### src/rtl/wbi_ram.sv
// ----------------------------------------------------------------------------
// wbi_ram
// Generic single write, single read RAM with registered read data.
// ----------------------------------------------------------------------------
module wbi_ram #(
  parameter int WIDTH = 8,
  parameter int DEPTH = 16
) (
  input  logic                     clk,
  input  logic                     we,
  input  logic [$clog2(DEPTH)-1:0] waddr,
  input  logic [WIDTH-1:0]         wdata,
  input  logic [$clog2(DEPTH)-1:0] raddr,
  output logic [WIDTH-1:0]         rdata
);

  logic [WIDTH-1:0] mem [DEPTH];

  always_ff @(posedge clk) begin
    if (we) begin
      mem[waddr] <= wdata;
    end
    rdata <= mem[raddr];
  end

endmodule

### config.mk
export PLATFORM = sky130hd
export DESIGN_NAME = wbi_ram
export DESIGN_NICKNAME = d
export VERILOG_FILES = /design/src/rtl/wbi_ram.sv
export SDC_FILE = /design/constraint.sdc
export NUM_CORES = 1
export LEC_CHECK = 0
export ABC_AREA = 1
export BUFFER_PORTS_ARGS = -buffer_cell sky130_fd_sc_hd__buf_4
export CAP_MARGIN = 10
export CORE_MARGIN = 3
export CORE_UTILIZATION = 41
export CTS_CLUSTER_DIAMETER = 60
export CTS_CLUSTER_SIZE = 10
export DETAILED_ROUTE_END_ITERATION = 7
export SKIP_LAST_GASP = 1
export SYNTH_ARGS = -nofsm -noshare
export SYNTH_HDL_FRONTEND = slang
export SYNTH_SLANG_ARGS = --single-unit
### constraint.sdc
create_clock -name clk -period 2.6 [get_ports clk]
set_input_delay 0.26 -clock clk [delete_from_list [all_inputs] [get_ports clk]]
set_output_delay 0.26 -clock clk [all_outputs]
set_load 0.02 [all_outputs]
# After elaboration in Yosys (flattened, before gate mapping)
# Memories as Yosys holds them, arrays and structs flattened. A register that Yosys moved wholly into a read port is not among the register bits.
# Index checks and enable logic that the tools add are counted.
# word_totals
register_bits	0
ramBits	128
wordCells	3
memories	1
# memory_table
name	depth	width	rd	rd_ports_with_merged_regs	write_ports	line	rtl
mem	16	8	1	1	1	17	logic [WIDTH-1:0] mem [DEPTH];
# classes
n_mux	2
# op_table
cell	n
$mux W1	2

# Depth between registers and ports, before layout
# depth
word_depth	2
depth_mapped	8
ltp_nobuf	7

# Worst setup path after synthesis
# Ideal clock, no wire load.
# synth_path
path_type	input -> register
startpoint	input waddr[2]
endpoint	memory mem[10][0] (enable)
t_arrival_ns	0.841
t_required_ns	2.230
slack_ns	1.389
cell_stages	2
path_buffers	0
path_cell_list	nand3b_1 -> nor2_1
# synth_lines
item	line	rtl
start, declared	11	input logic [$clog2(DEPTH)-1:0] waddr,
end, declared	17	
# Straight into the memory's write port.

==> out/summary.md <==
### Run status
- **result of the run** completed

### Yosys
- **fraction of synthesis flops using an asynchronous set or reset pin** 0%
- **Post-Synthesis Mean Instance Area** 10.5 sq um
- **Cells after Synth** 551
- **yosys synthesis warning count** 0
- **cell taking the most area after synthesis** sky130_fd_sc_hd__edfxtp_1
- **post-synthesis net count** 569
- **sequential-to-total area share from yosys stat** 69.4%
- **EDFF count, synth** 128
- **Synth cell types** 12
- **Synth area leaders** sky130_fd_sc_hd__edfxtp_1 (67%), sky130_fd_sc_hd__nand2_1 (11%), sky130_fd_sc_hd__nand3_1 (8.4%)
- **commonest cells in the synthesized netlist** sky130_fd_sc_hd__nand2_1 (173), sky130_fd_sc_hd__edfxtp_1 (128), sky130_fd_sc_hd__inv_1 (100)
- **number of flip-flops and latches in the synthesized netlist** 136
- **top-count cell post-synth** sky130_fd_sc_hd__nand2_1
- **share of Yosys cell area claimed by the top area cell type** 66.7%
- **synthesized cell area** 0.00577 sq mm
- **Top FF cell, synth** sky130_fd_sc_hd__edfxtp_1

### Detailed routing
- **total number of vias** 3789
- **antenna-violating nets left** 0
- **number of vias per cell after detailed routing** 4.91
- **number of search-and-repair iterations in the first detailed-routing pass** 5
- **wire length per cell** 16.5 um
- **Detailed Route WL** 12700 um
- **Residual DRC** 0
- **count of routing violations after the opening detailed-route iteration** 324

### Global routing
- **global-route wire length before repair** 20600 um
- **number of global-route vias before repair** 3761
- **total overflow reported by the global router** 0
- **Total Routing Usage GR** 17.1%
- **maximum number of pins on one net before global-route repair** 65
- **antenna violations before repair** 0

### Worst setup path
- **kind of critical path** input port to flop
- **R2R Path End** rdata[7]$_DFF_P_
- **R2R Setup Slk** 1.55 ns
- **required arrival time at the worst endpoint** 2.89 ns
- **slowest stage cell, crit path** sky130_fd_sc_hd__inv_2
- **sort of element at the end of the critical path** flop
- **worst r2r path cells** 6
- **most repeated library cell on the critical path** sky130_fd_sc_hd__nand3_1
- **category of the worst setup path launch point** input port
- **Worst path max stage delay** 0.38 ns
- **arrival time at the worst endpoint** 1.53 ns
- **maximum fanout along the worst path** 33
- **r2r startpoint** mem[1][7]$_DFFE_PP_
- **cell-by-cell trace of the critical path** buf_4 -> inv_2 -> nand3_1 -> nand3_1 -> nand3_1 -> nand2_1

### Timing
- **Max Fclk** 0.805 GHz
- **transition time at the pin with the least slew margin** 0.800 ns
- **final period demand of the worst path** 1.24 ns
- **Max-slew headroom** 46.5%
- **largest clock skew in the final design** 0.00885 ns
- **unrepaired setup endpoints after global routing** false
- **Final period util** 47.8%
- **pins over their slew limit** 0
- **final count of hold timing violations** 0
- **endpoints failing setup** 0
- **hold slack final** 0.167 ns
- **total negative slack for setup checks** 0 ns

### Die
- **x dimension of the die** 125 um
- **Initial Utilization** 42.7%
- **IO Pins** 26
- **die height** 125 um
- **Die Outline Area** 0.0155 sq mm
- **standard-cell row count** 42
- **core area** 0.0135 sq mm

### CTS
- **hold bufs inserted after CTS** 0
- **Clock Tree Root** sky130_fd_sc_hd__clkbuf_16
- **insertion delay to the later sink of the worst-skew pair** 0.41 ns
- **Clk pin slew, worst setup/hold paths** 0.06 ns
- **post-CTS setup buffer count** 0
- **Max Buffers Root-to-Sink** 2
- **number of clock sinks seen by CTS** 136
- **TritonCTS clock tree** built
- **number of levels in the clock H-tree** 4
- **quantity of gates resized following cts** 0
- **TritonCTS buffer count** 17

### Finish
- **final net count** 600
- **antenna diode instance count** 0
- **fraction of final layout cells sized beyond drive strength 1** 11.8%
- **fin util** 50.1%
- **post-synthesis to final-layout area growth** 17.3%

### Place
- **placer congestion estimate** 0.778
- **post-detailed-placement half-perimeter wirelength** 7700 um
- **number of buffers inserted by port buffering** 25

### Power and ir drop
- **largest voltage drop on the vdd net** 0.000487 V
- **Power per Cell Area** 803 mW/mm^2
- **static leakage power** 2.92 nW

### Hold path
- **worst min-delay path startpoint** wdata[4]
- **hold path depth** 1
- **worst min-delay path class** input port to flop
- **end point of the worst hold path** mem[6][4]$_DFFE_PP_

### Flow run
- **max-cap violations** 0

## routing by layer
| layer | up-vias | part of all wire, % | global-route usage [%] |
|---|---|---|---|
| li1 | 1835 | - | - |
| met1 | 1831 | 43 | 22.1 |
| met2 | 106 | 50 | 28.4 |
| met3 | 17 | 5.3 | 3.82 |
| met4 | 0 | 1.6 | 6.32 |
| met5 | - | 0 | 0 |
## worst max path at each step
| stage | startpoint | end | slack, ns | cells after the start |
|---|---|---|---|---|
| after CTS | waddr[0] | mem[6][6]$_DFFE_PP_ | 1.37 | 4 |
| final | raddr[1] | rdata[4]$_DFF_P_ | 1.36 | 6 |
| after global placement | raddr[1] | rdata[4]$_DFF_P_ | 0.95 | 6 |
| after floorplan | waddr[2] | mem[10][0]$_DFFE_PP_ | 1.39 | 2 |
| after global routing | raddr[1] | rdata[0]$_DFF_P_ | 1.23 | 6 |
| after detailed placement | waddr[0] | mem[6][3]$_DFFE_PP_ | 0.94 | 4 |
## power by group
part	switching, mW	total [mW]	internal (mW)
combinational	0.216	0.314	0.0976
sequential	0.0146	2.47	2.45
clock	0.913	2.65	1.74
total	1.14	5.43	4.29
## cell type report
type / instances / area [sq um]
fill: 1206 / 6740
sequential: 136 / 4000
multi-input combinational: 289 / 1210
clock buffer: 18 / 439
inverter: 102 / 383
timing repair buffer: 36 / 283
clock inverter: 14 / 220
tap: 176 / 220
## worst max-delay path, delay by kind of cell
family | cells | cell delay [ns]
buffers and inverters | 2 | 0.73
AND/OR/NAND/NOR | 4 | 0.53
## state kept, by name (all words and copies together) (netlist names)
signal  flops
mem       128
rdata       8
## kinds of logic after synthesis
logic type	after synthesis	share of synthesized area, %
simple gates	289	21.0
buf+inv	126	9.52
flops	136	69.4
## layout by cell type (no fill, tap or decap)
cell type	synthesis	routed
sky130_fd_sc_hd__nand2_1	173	173
sky130_fd_sc_hd__inv_2	2	2
sky130_fd_sc_hd__nand3_1	97	97
sky130_fd_sc_hd__nor2_1	17	17
sky130_fd_sc_hd__nand3b_1	2	2
sky130_fd_sc_hd__dfxtp_1	8	8
sky130_fd_sc_hd__bufinv_16	0	5
sky130_fd_sc_hd__inv_6	0	3
sky130_fd_sc_hd__clkinv_4	0	3
sky130_fd_sc_hd__inv_1	100	100
sky130_fd_sc_hd__edfxtp_1	128	128
sky130_fd_sc_hd__buf_4	4	35
sky130_fd_sc_hd__clkbuf_16	0	17
sky130_fd_sc_hd__clkbuf_8	0	1
sky130_fd_sc_hd__buf_12	0	1
sky130_fd_sc_hd__clkinv_2	0	2
sky130_fd_sc_hd__clkinvlp_4	0	1
## per-stage QoR
step | area [sq um] | cells | worst slack, ns | power, mW
3_3_place_gp | 6100 | 739 | 0.946 | 2.82
4_1_cts | 6760 | 771 | 1.37 | 5.46
6_report | 6760 | 771 | 1.36 | 5.43
3_5_place_dp | 6100 | 739 | 0.942 | 2.83
5_1_grt | 6760 | 771 | 1.23 | 5.59
2_1_floorplan | 5770 | 551 | 1.39 | 2.70
Power figures use the tool's default switching activity.
